[src/rtl/line_sensor_position_estimator_unit_defines.svh]
// assertion macros for the line sensor position estimator
// used by line_sensor_position_estimator_unit.sv, expects aclk and aresetn in scope
`ifndef LINE_SENSOR_POSITION_ESTIMATOR_UNIT_DEFINES_SVH
`define LINE_SENSOR_POSITION_ESTIMATOR_UNIT_DEFINES_SVH

// plain property checked on every clock outside reset
`define LSPE_CHECK(lbl, prop, msg) \
    lbl: assert property (@(posedge aclk) disable iff (!aresetn) (prop)) else $error(msg);

// same-cycle implication checked outside reset
`define LSPE_IMPLY(lbl, ante, cons, msg) \
    lbl: assert property (@(posedge aclk) disable iff (!aresetn) (ante) |-> (cons)) \
        else $error(msg);

// next-cycle implication checked outside reset
`define LSPE_NEXT(lbl, ante, cons, msg) \
    lbl: assert property (@(posedge aclk) disable iff (!aresetn) (ante) |=> (cons)) \
        else $error(msg);

`endif

[src/rtl/lspe_pkg.sv]
// shared types, constants and the sensor weight table of the position estimator
// no dependencies
package lspe_pkg;

    localparam int SENSORS     = 8;
    localparam int LIMIT_W     = 15;
    localparam int BLIND_W     = 8;
    localparam int WEIGHT_W    = 13;
    localparam int CFG_DATA_W  = 15;
    localparam int CFG_INDEX_W = 3;
    localparam int ERR_W       = 16;
    localparam int HIT_W       = 4;
    localparam int QUOT_W      = 15;

    localparam logic [LIMIT_W-1:0]  WINDOW_RESET = 15'd10240;
    localparam logic [LIMIT_W-1:0]  REOPEN_RESET = 15'd16384;
    localparam logic [LIMIT_W-1:0]  EDGE_RESET   = 15'd8192;
    localparam logic [LIMIT_W-1:0]  KICK_RESET   = 15'd11059;
    localparam logic [BLIND_W-1:0]  BLIND_RESET  = 8'd10;
    localparam logic [WEIGHT_W-1:0] EMA_RESET    = 13'd1638;
    localparam logic [WEIGHT_W-1:0] EMA_ONE      = 13'd4096;

    localparam logic [CFG_INDEX_W-1:0] REG_WINDOW = 3'd0;
    localparam logic [CFG_INDEX_W-1:0] REG_REOPEN = 3'd1;
    localparam logic [CFG_INDEX_W-1:0] REG_EDGE   = 3'd2;
    localparam logic [CFG_INDEX_W-1:0] REG_KICK   = 3'd3;
    localparam logic [CFG_INDEX_W-1:0] REG_BLIND  = 3'd4;
    localparam logic [CFG_INDEX_W-1:0] REG_EMA    = 3'd5;

    typedef enum logic [2:0] {
        ST_IDLE,
        ST_SCAN,
        ST_DECIDE,
        ST_DIVIDE,
        ST_MULT,
        ST_FINISH
    } state_t;

    // q4.12 weight of sensor position, 0 is leftmost
    function automatic logic signed [ERR_W-1:0] sensor_weight(input logic [2:0] pos);
        logic signed [ERR_W-1:0] w;
        unique case (pos)
            3'd0: w = -16'sd8192;
            3'd1: w = -16'sd7373;
            3'd2: w = -16'sd6554;
            3'd3: w = -16'sd1229;
            3'd4: w = 16'sd1229;
            3'd5: w = 16'sd6554;
            3'd6: w = 16'sd7373;
            3'd7: w = 16'sd8192;
            default: w = '0;
        endcase
        return w;
    endfunction

endpackage

[src/rtl/line_sensor_position_estimator_unit.sv]
// line sensor position estimator: windowed weighted centroid and exponential average
// depends on lspe_pkg and line_sensor_position_estimator_unit_defines.svh
// steps: scan of the eight sensors, decide, a bit-serial divide only when 1..7 sensors hit,
// multiply and finish; finish waits while an earlier result is still held unaccepted
// a new request is taken only in idle, once the previous result is in the output register
// reset: synchronous active low, restores register defaults, clears error and blind count
`include "line_sensor_position_estimator_unit_defines.svh"

module line_sensor_position_estimator_unit (
    input  logic                             aclk,
    input  logic                             aresetn,
    input  logic                             cfg_we,
    input  logic [lspe_pkg::CFG_INDEX_W-1:0] cfg_index,
    input  logic [lspe_pkg::CFG_DATA_W-1:0]  cfg_wdata,
    input  logic                             s_tvalid,
    output logic                             s_tready,
    input  logic [7:0]                       s_tdata,   // [7:0] sensor_bits
    output logic                             m_tvalid,
    input  logic                             m_tready,
    output logic [23:0]                      m_tdata    // [15:0] position_error, [19:16] hit_count
);
    import lspe_pkg::*;

    state_t state_reg, state_next;

    logic [LIMIT_W-1:0]  window_reg, window_next;
    logic [LIMIT_W-1:0]  reopen_reg, reopen_next;
    logic [LIMIT_W-1:0]  edge_reg, edge_next;
    logic [LIMIT_W-1:0]  kick_reg, kick_next;
    logic [BLIND_W-1:0]  blind_lim_reg, blind_lim_next;
    logic [WEIGHT_W-1:0] ema_reg, ema_next;

    logic signed [ERR_W-1:0] last_error_reg, last_error_next;
    logic [BLIND_W-1:0]      blind_count_reg, blind_count_next;

    logic [7:0]              sensor_reg, sensor_next;
    logic [2:0]              idx_reg, idx_next;
    logic signed [ERR_W-1:0] sum_reg, sum_next;
    logic [HIT_W-1:0]        hits_reg, hits_next;
    logic [QUOT_W-1:0]       dq_reg, dq_next;
    logic [2:0]              rem_reg, rem_next;
    logic [3:0]              cnt_reg, cnt_next;
    logic signed [ERR_W-1:0] raw_reg, raw_next;
    logic signed [30:0]      prod_reg, prod_next;
    logic                    m_valid_reg, m_valid_next;
    logic [23:0]             m_data_reg, m_data_next;

    logic signed [16:0]      last17, last_abs, wt17, diff, diff_abs;
    logic signed [16:0]      edge17, kick17, raw17, delta;
    logic signed [ERR_W-1:0] wt;
    logic                    open_all, black, hit;
    logic [BLIND_W-1:0]      blind_inc;
    logic signed [ERR_W-1:0] sum_abs;
    logic [3:0]              trial;
    logic                    ge;
    logic [QUOT_W-1:0]       quot;
    logic signed [ERR_W-1:0] quot_s;
    logic [WEIGHT_W-1:0]     w_sat;
    logic signed [18:0]      shifted, next_err;
    logic signed [ERR_W-1:0] next_clamped;

    assign s_tready = (state_reg == ST_IDLE);
    assign m_tvalid = m_valid_reg;
    assign m_tdata  = m_data_reg;

    always_comb begin
        last17   = {last_error_reg[ERR_W-1], last_error_reg};
        last_abs = last17[16] ? -last17 : last17;
        open_all = $unsigned(last_abs) >= {2'b00, reopen_reg};
        wt       = sensor_weight(idx_reg);
        wt17     = {wt[ERR_W-1], wt};
        diff     = wt17 - last17;
        diff_abs = diff[16] ? -diff : diff;
        black    = !sensor_reg[3'd7 - idx_reg];
        hit      = black && (open_all || ($unsigned(diff_abs) <= {2'b00, window_reg}));

        edge17    = $signed({2'b00, edge_reg});
        kick17    = $signed({2'b00, kick_reg});
        blind_inc = (blind_count_reg == '1) ? blind_count_reg : blind_count_reg + 8'd1;
        sum_abs   = sum_reg[ERR_W-1] ? -sum_reg : sum_reg;

        trial  = {rem_reg, dq_reg[QUOT_W-1]};
        ge     = trial >= {1'b0, hits_reg[2:0]};
        quot   = {dq_reg[QUOT_W-2:0], ge};
        quot_s = $signed({1'b0, quot});

        w_sat   = (ema_reg > EMA_ONE) ? EMA_ONE : ema_reg;
        raw17   = {raw_reg[ERR_W-1], raw_reg};
        delta   = raw17 - last17;
        shifted = 19'(prod_reg >>> 12);
        next_err = {{3{last_error_reg[ERR_W-1]}}, last_error_reg} + shifted;
        if (next_err > 19'sd32767) begin
            next_clamped = 16'sd32767;
        end else if (next_err < -19'sd32768) begin
            next_clamped = -16'sd32768;
        end else begin
            next_clamped = next_err[ERR_W-1:0];
        end
    end

    always_comb begin
        state_next       = state_reg;
        window_next      = window_reg;
        reopen_next      = reopen_reg;
        edge_next        = edge_reg;
        kick_next        = kick_reg;
        blind_lim_next   = blind_lim_reg;
        ema_next         = ema_reg;
        last_error_next  = last_error_reg;
        blind_count_next = blind_count_reg;
        sensor_next      = sensor_reg;
        idx_next         = idx_reg;
        sum_next         = sum_reg;
        hits_next        = hits_reg;
        dq_next          = dq_reg;
        rem_next         = rem_reg;
        cnt_next         = cnt_reg;
        raw_next         = raw_reg;
        prod_next        = prod_reg;
        m_valid_next     = m_valid_reg;
        m_data_next      = m_data_reg;

        if (cfg_we) begin
            unique case (cfg_index)
                REG_WINDOW: window_next    = cfg_wdata[LIMIT_W-1:0];
                REG_REOPEN: reopen_next    = cfg_wdata[LIMIT_W-1:0];
                REG_EDGE:   edge_next      = cfg_wdata[LIMIT_W-1:0];
                REG_KICK:   kick_next      = cfg_wdata[LIMIT_W-1:0];
                REG_BLIND:  blind_lim_next = cfg_wdata[BLIND_W-1:0];
                REG_EMA:    ema_next       = cfg_wdata[WEIGHT_W-1:0];
                default: ;
            endcase
        end

        if (m_valid_reg && m_tready) begin
            m_valid_next = 1'b0;
        end

        unique case (state_reg)
            ST_IDLE: begin
                if (s_tvalid) begin
                    sensor_next = s_tdata;
                    idx_next    = '0;
                    sum_next    = '0;
                    hits_next   = '0;
                    state_next  = ST_SCAN;
                end
            end
            ST_SCAN: begin
                if (hit) begin
                    sum_next  = sum_reg + wt;
                    hits_next = hits_reg + 4'd1;
                end
                idx_next = idx_reg + 3'd1;
                if (idx_reg == 3'd7) begin
                    state_next = ST_DECIDE;
                end
            end
            ST_DECIDE: begin
                if (hits_reg == 4'd0) begin
                    blind_count_next = blind_inc;
                    if (blind_inc <= blind_lim_reg) begin
                        if (last17 > edge17) begin
                            raw_next = kick17[ERR_W-1:0];
                        end else if (last17 < -edge17) begin
                            raw_next = -kick17[ERR_W-1:0];
                        end else begin
                            raw_next = last_error_reg;
                        end
                    end else begin
                        if (last17 > 17'sd0) begin
                            raw_next = kick17[ERR_W-1:0];
                        end else if (last17 < 17'sd0) begin
                            raw_next = -kick17[ERR_W-1:0];
                        end else begin
                            raw_next = '0;
                        end
                    end
                    state_next = ST_MULT;
                end else if (hits_reg == 4'd8) begin
                    blind_count_next = '0;
                    raw_next         = last_error_reg;
                    state_next       = ST_MULT;
                end else begin
                    blind_count_next = '0;
                    dq_next          = sum_abs[QUOT_W-1:0];
                    rem_next         = '0;
                    cnt_next         = '0;
                    state_next       = ST_DIVIDE;
                end
            end
            ST_DIVIDE: begin
                rem_next = ge ? 3'(trial - {1'b0, hits_reg[2:0]}) : trial[2:0];
                dq_next  = quot;
                cnt_next = cnt_reg + 4'd1;
                if (cnt_reg == 4'(QUOT_W - 1)) begin
                    raw_next   = sum_reg[ERR_W-1] ? -quot_s : quot_s;
                    state_next = ST_MULT;
                end
            end
            ST_MULT: begin
                prod_next  = 31'(delta) * 31'($signed({1'b0, w_sat}));
                state_next = ST_FINISH;
            end
            ST_FINISH: begin
                if (!m_valid_reg || m_tready) begin
                    last_error_next = next_clamped;
                    m_data_next     = {4'd0, hits_reg, next_clamped};
                    m_valid_next    = 1'b1;
                    state_next      = ST_IDLE;
                end
            end
            default: state_next = ST_IDLE;
        endcase
    end

    always_ff @(posedge aclk) begin
        if (!aresetn) begin
            state_reg       <= ST_IDLE;
            window_reg      <= WINDOW_RESET;
            reopen_reg      <= REOPEN_RESET;
            edge_reg        <= EDGE_RESET;
            kick_reg        <= KICK_RESET;
            blind_lim_reg   <= BLIND_RESET;
            ema_reg         <= EMA_RESET;
            last_error_reg  <= '0;
            blind_count_reg <= '0;
            m_valid_reg     <= 1'b0;
            hits_reg        <= '0;
            idx_reg         <= '0;
            cnt_reg         <= '0;
        end else begin
            state_reg       <= state_next;
            window_reg      <= window_next;
            reopen_reg      <= reopen_next;
            edge_reg        <= edge_next;
            kick_reg        <= kick_next;
            blind_lim_reg   <= blind_lim_next;
            ema_reg         <= ema_next;
            last_error_reg  <= last_error_next;
            blind_count_reg <= blind_count_next;
            m_valid_reg     <= m_valid_next;
            hits_reg        <= hits_next;
            idx_reg         <= idx_next;
            cnt_reg         <= cnt_next;
        end
    end

    always_ff @(posedge aclk) begin
        sensor_reg <= sensor_next;
        sum_reg    <= sum_next;
        dq_reg     <= dq_next;
        rem_reg    <= rem_next;
        raw_reg    <= raw_next;
        prod_reg   <= prod_next;
        m_data_reg <= m_data_next;
    end

    `LSPE_CHECK(a_hits_range, hits_reg <= 4'd8, "hit count above sensor count")
    `LSPE_IMPLY(a_div_hits, state_reg == ST_DIVIDE, hits_reg != 4'd0 && hits_reg != 4'd8,
        "divider running without a valid divisor")
    `LSPE_NEXT(a_req_scan, s_tvalid && s_tready, state_reg == ST_SCAN,
        "accepted request did not start the scan")
    `LSPE_IMPLY(a_load_finish, $rose(m_valid_reg), $past(state_reg) == ST_FINISH,
        "result loaded outside finish step")

endmodule

[config.mk]
export PLATFORM = sky130hd
export DESIGN_NAME = line_sensor_position_estimator_unit
export DESIGN_NICKNAME = d
export VERILOG_FILES = /design/src/rtl/lspe_pkg.sv /design/src/rtl/line_sensor_position_estimator_unit.sv
export VERILOG_INCLUDE_DIRS = /design/src /design/src/rtl
export SDC_FILE = /design/constraint.sdc
export NUM_CORES = 1
export LEC_CHECK = 0
export ABC_AREA = 1
export BUFFER_PORTS_ARGS = -buffer_cell sky130_fd_sc_hd__clkbuf_2
export CAP_MARGIN = 25
export CORE_AREA = 3 3 327 168
export DETAILED_ROUTE_END_ITERATION = 6
export DIE_AREA = 0 0 330 171
export PLACE_DENSITY = 0.63
export SETUP_SLACK_MARGIN = 0.02
export SLEW_MARGIN = 5
export SYNTH_ARGS = -nofsm -noshare
export SYNTH_HDL_FRONTEND = slang
export SYNTH_SLANG_ARGS = --single-unit
export TNS_END_PERCENT = 30
[constraint.sdc]
create_clock -name aclk -period 7.36 [get_ports aclk]
set_input_delay 0.368 -clock aclk [delete_from_list [all_inputs] [get_ports aclk]]
set_output_delay 0.368 -clock aclk [all_outputs]
set_load 0.01 [all_outputs]
# Yosys cells after proc, flatten, opt, wreduce, memory -nomap -nowiden
# Memories as Yosys holds them, arrays and structs flattened. A register that Yosys moved wholly into a read port is not among the register bits.
# Index checks and enable logic that the tools add are counted.
totals:
  mem_count: 1
  in_bits: 31
  reg_bits: 229
  rom_bits: 128
  word_cells: 146
mem_list:
  columns: ["memory", "depth", "word_bits", "read_ports", "rd_clocked_by_memory_dff", "wr", "line", "rtl"]
  rows:
  - ["(name not given)", 8, 16, 1, 1, 0, "lspe_pkg.sv:42", "unique case (pos)"]
op_classes:
  magnitude_cmp: 12
  add_sub_neg: 16
  n_reduce_logical: 24
  n_mux: 50
  eq_ne: 22
  n_mul: 1
ops:
  columns: ["op", "n"]
  rows:
  - ["two-way mux 16 bit", 13]
  - ["case mux 16 bit (2 select lines)", 2]
  - ["two-way mux 15 bit", 3]
  - ["two-way mux 3 bit", 12]
  - ["two-way mux 17 bit", 2]
  - ["subtractor 16 x 16 -> 17 bit", 2]
  - ["negation 15 -> 16 bit", 2]
  - ["multiplier 17 x 14 -> 31 bit", 1]
  - ["case mux 15 bit (2 select lines)", 1]
  - ["adder 19 bit", 1]
  - ["> comparator 19 x 16 -> 1 bit (second input constant)", 1]
  - ["< comparator 19 x 16 -> 1 bit (second input constant)", 1]
  - ["case mux 3 bit (6 select lines)", 1]
  - ["AND reduction 2 bit", 9]
  - ["greater-or-equal comparator 17 x 15 -> 1 bit", 1]
  - ["<= comparator 17 x 15 -> 1 bit", 1]
  - ["< comparator 16 x 17 -> 1 bit", 1]
  - ["negation 15 -> 17 bit", 1]
  - ["negation 16 -> 17 bit", 1]
  - ["negation 17 bit", 1]
  - ["adder 16 bit", 1]
  - ["> comparator 16 x 1 -> 1 bit (second input constant)", 1]
  - ["> comparator 16 bit", 1]
  - ["< comparator 16 x 1 -> 1 bit (second input constant)", 1]
  - ["32 further kinds", 64]

# Depth between registers and ports, before layout
logic_depth:
  word_depth: 8
  mapped_depth: 42

# Worst setup path after synthesis
# Ideal clock, no wire load.
synth_timing:
  path_kind: "register -> register"
  start: "reg last_error_reg[15]"
  end: "reg prod_reg[28] (data pin)"
  path_buffers: 3
  setup_ns: 0.261
  period_less_slack_ns: 7.451
  path_slack_ns: -0.091
  t_arrival_ns: 7.190
  path_stages_with_launch: 33
  required_ns: 7.099
  cell_sequence: "dfxtp_1 > buf_2 > clkinv_1 > clkbuf_1 > ha_1 > inv_1 > nor3_1 > nand4_1 > nand3_1 > and2_1 > inv_1 > buf_2 > nor2_1 > inv_1 > fa_1 > inv_1 > fa_1 > inv_1 > fa_1 > inv_1 > fa_1 > fa_1 > inv_1 > fa_1 > inv_1 > ha_1 > nand2_1 > nor2_1 > inv_1 > nor2_1 > a221oi_1 > nand2_1 > xor2_1"
synth_via:
  elab_chain_cells: 2
synth_lines:
  columns: ["item", "line", "rtl"]
  rows:
  - ["start: declaration", "line_sensor_position_estimator_unit.sv:33", "logic signed [ERR_W-1:0] last_error_reg, last_error_next;"]
  - ["start signal: assignment", "line_sensor_position_estimator_unit.sv:240", "last_error_reg <= last_error_next;"]
  - ["subtractor 16 x 16 -> 17 bit", "line_sensor_position_estimator_unit.sv:89", "delta = raw17 - last17;"]
  - ["multiplier 17 x 14 -> 31 bit", "line_sensor_position_estimator_unit.sv:202", "prod_next = 31'(delta) * 31'($signed({1'b0, w_sat}));"]
  - ["end signal: assignment", "line_sensor_position_estimator_unit.sv:255", "prod_reg <= prod_next;"]
  - ["end: declaration", "line_sensor_position_estimator_unit.sv:44", "logic signed [30:0] prod_reg, prod_next;"]
# Every way passes these cells.
# A chain may end at the register's enable or synchronous reset.

# Worst setup path in the final report
layout_timing:
  start: "reg raw_reg[0]"
  end: "reg prod_reg[25] (data pin)"
layout_via:
  elab_chain_cells: 2
layout_lines:
  columns: ["item", "line", "rtl"]
  rows:
  - ["start: declaration", "line_sensor_position_estimator_unit.sv:43", "logic signed [ERR_W-1:0] raw_reg, raw_next;"]
  - ["start signal: assignment", "line_sensor_position_estimator_unit.sv:254", "raw_reg <= raw_next;"]
  - ["subtractor 16 x 16 -> 17 bit", "line_sensor_position_estimator_unit.sv:89", null]
  - ["multiplier 17 x 14 -> 31 bit", "line_sensor_position_estimator_unit.sv:202", null]
# Every way passes these cells.

==> key figures <==
Route
  • Post-route ant nets: 0
  • Vias per inst: 5.347
  • DRC violations left: 1
  • DR WL/cell: 17.78 um
  • Via count: roughly 22000
  • Initial DRC Count: approximately 1800
  • DRT Wirelength: 72.66 mm
  • First-pass DRT Iterations: 7

Finish
  • Register area: 0.005497 mm2
  • # diodes: 0
  • Multi-input logic area: 0.01716 mm2
  • Layout area overhead: 15.12%
  • Max FFs per register: 20
  • Layout fillers: 4869
  • Final #Nets: slightly below 4000
  • Share of cells above drive strength 1: around 13%

Timing
  • F_max: 140.1 MHz
  • Worst Tran Pin Value: 887.3 ps
  • Max-slew violation count: 0
  • Setup violations, final: 0
  • Final Critical Period: 7139 ps
  • Worst slew margin: 40.48%
  • Post-route worst setup slack: 220.9 ps
  • Hold Worst Slack: around 130 ps
  • Final Skew: 29.42 ps
  • RSZ-0062 raised after global routing: yes
  • Final period util: 97.00%
  • Endpoints failing hold: 0

Floorplanning
  • Initial Util: 47.12%
  • Ports: 57
  • Core Area: ~0.052 mm2
  • Die Width: approximately 330 um
  • Total die area: 0.05643 mm2
  • Die Height: 171 um
  • # rows: 59

Worst setup path
  • Worst Setup End Kind: register
  • Slowest cell on crit path: fa_1
  • Most used cell along the critical path: fa_1
  • Setup CP Type: reg -> reg
  • Critical Path Fanout Max: 5
  • Crit path launch type: register
  • Slowest stage delay, CP: 580 ps
  • WP data arrival: 7450 ps
  • Worst Path Required: 7670 ps
  • Cells on worst reg2reg path: 30

Clocking
  • H-tree depth: 1
  • Cts bufs inserted: 25
  • Longest Clk Path Bufs: 3
  • Worst skew pair latency: 570 ps
  • Root Driver: clkbuf_16
  • Clock sink count: 226
  • Worst-path clk slew: 70 ps
  • CTS tree: yes

Global routing
  • Initial antenna violation count: 0
  • Largest net degree at the start of global routing: between 80 and 90
  • Total gr overflow: 0
  • Total GRT Usage: 25.57%
  • Vias in the first global route: 21230
  • First-pass GRT wire length: around 110 mm

Synthesis
  • Post-synth EDFFs: 97
  • Synth unique cells: 61
  • Cells after synthesis: 3206
  • Asr flop ratio synth: 0%
  • Sequential fraction of the synthesis area: 22.47%
  • Cell area after synthesis: 0.02445 mm2
  • Dominant synthesized flop cell: dfxtp_1
  • YS warnings: 0
  • FF+latch count, synth: 226
  • Syn Area/Cell: between 7 and 8 um2

Place
  • Setup WS pre-CTS: -166.0 ps
  • Post-DP HPWL: about 57 mm
  • Placer Congestion: 0.9319
  • Port bufs: 52

Outcome
  • Outcome: finished, violations left
  • Failing checks: DRC

Run
  • Max_cap viols: 0

Worst hold path
  • WHS Path Cells: 3
  • Hold/Removal Path Class: in -> reg
worst max-delay path: cells and delay by family (launching register included):
kind	cells	cell delay (ps)
flops	1	370
simple gates	5	530
xor+xnor	2	290
fa+ha+maj	9	4050
compound gates	7	1040
buf+inv	7	630
through the flow:
step	instance area (um2)	instances	setup TNS, ps	util, %
finish	28150	4086	0	54.25
global placement	26340	4025	-68.89	50.76
floorplan	24470	3209	0	-
global route	28150	4086	-481.6	54.25
CTS	27340	4080	0	52.68
detailed placement	26350	4026	-323.3	50.78
layout by cell type, fill, tap and decap left out, types with 6 or more instances in the layout:
master	instances
nor4_1	6
nand2_4	7
nor2_2	21
nor2_4	13
inv_2	22
a31oi_1	9
nand3b_1	9
nand3_1	114
o31ai_1	8
dlygate4sd3_1	8
clkbuf_16	28
edfxtp_1	97
ha_1	212
buf_4	128
nor2_1	276
inv_1	574
xor2_1	87
nand2_2	44
dfxtp_1	128
clkbuf_2	54
nand3_2	11
fa_1	213
a21oi_1	267
a21oi_2	21
or2_2	14
o21ai_0	166
xnor2_1	32
o21ai_1	19
nor3_1	34
o21ai_2	12
nand2_1	551
nand4_1	33
o211ai_1	20
clkinv_1	14
clkbuf_8	7
ha_4	15
cell type report:
class | instances | area share, %
Clock buffer | 41 | 2.920
Clock inverter | 5 | 0.2400
Inverter | 613 | 8.227
Multi-Input combinational cell | 2304 | 60.96
Sequential cell | 226 | 19.52
Tap cell | 701 | 3.116
Timing Repair Buffer | 196 | 5.018
final timing paths:
path | startpoint | end | slack, ps
worst min register to register | blind_lim_reg[5]$_SDFFE_PN0P_ | blind_lim_reg[5]$_SDFFE_PN0P_ | 460
worst min-delay path | cfg_wdata[13] | edge_reg[13]$_SDFFE_PN1P_ | 130
worst max-delay path | raw_reg[0]$_DFFE_PP_ | prod_reg[25]$_DFFE_PP_ | 220
worst max register to register | raw_reg[0]$_DFFE_PP_ | prod_reg[25]$_DFFE_PP_ | 220
repair_timing:
item / CTS / global route
endpoints found under the setup margin: 8 / 17
resized for setup: 11 / 189
endpoints found under the hold margin: 8 / 0
setup buffers: 0 / 8
hold buffers: 8 / 0
pin swaps: 0 / 84
synthesized netlist by cell type (7+ instances only):
master	instances	area, um2
nand3b_1	9	67.56
o21ai_1	13	65.06
nor2_1	303	1137
inv_1	596	2237
o21ai_0	180	900.9
o31ai_1	8	60.06
o211ai_1	20	150.1
nand2_1	576	2162
clkinv_1	13	48.80
edfxtp_1	97	2913
nor4_1	7	43.79
xnor2_1	32	280.3
dfxtp_1	129	2582
buf_2	7	35.03
nand2_2	25	156.4
fa_1	217	4344
a21oi_1	287	1436
xor2_1	88	770.7
nor3_1	35	175.2
ha_1	229	2865
or2_2	15	93.84
clkbuf_1	51	191.4
nand3_1	121	605.6
a31oi_1	15	93.84
nand4_1	33	206.5
kinds of logic (layout without fill, tap and decap cells):
logic type / Yosys count / after routing / share of synthesized area [%]
adder cells (fa/ha/maj): 446 / 446 / 29.48
AND/OR/NAND/NOR: 1154 / 1154 / 20.10
multiplexers: 1 / 1 / 0.04093
XOR/XNOR: 122 / 122 / 4.477
buffers and inverters: 679 / 855 / 10.54
AO/OA/AOI/OAI: 577 / 577 / 12.87
other: 1 / 4 / 0.01534
flip-flops: 226 / 226 / 22.47
per-layer routing:
metal / GRT usage, % / vias to the layer above / share of wire (%)
met2: 42.42 / 636 / 45
li1: - / 10610 / -
met4: 7.626 / 0 / 3.2
met1: 35.37 / 10470 / 45
met5: 0 / - / 0
met3: 2.906 / 135 / 6.5
Power is not shown: default switching activity piles up to over one toggle a cycle in this logic, so the estimate is an artifact.
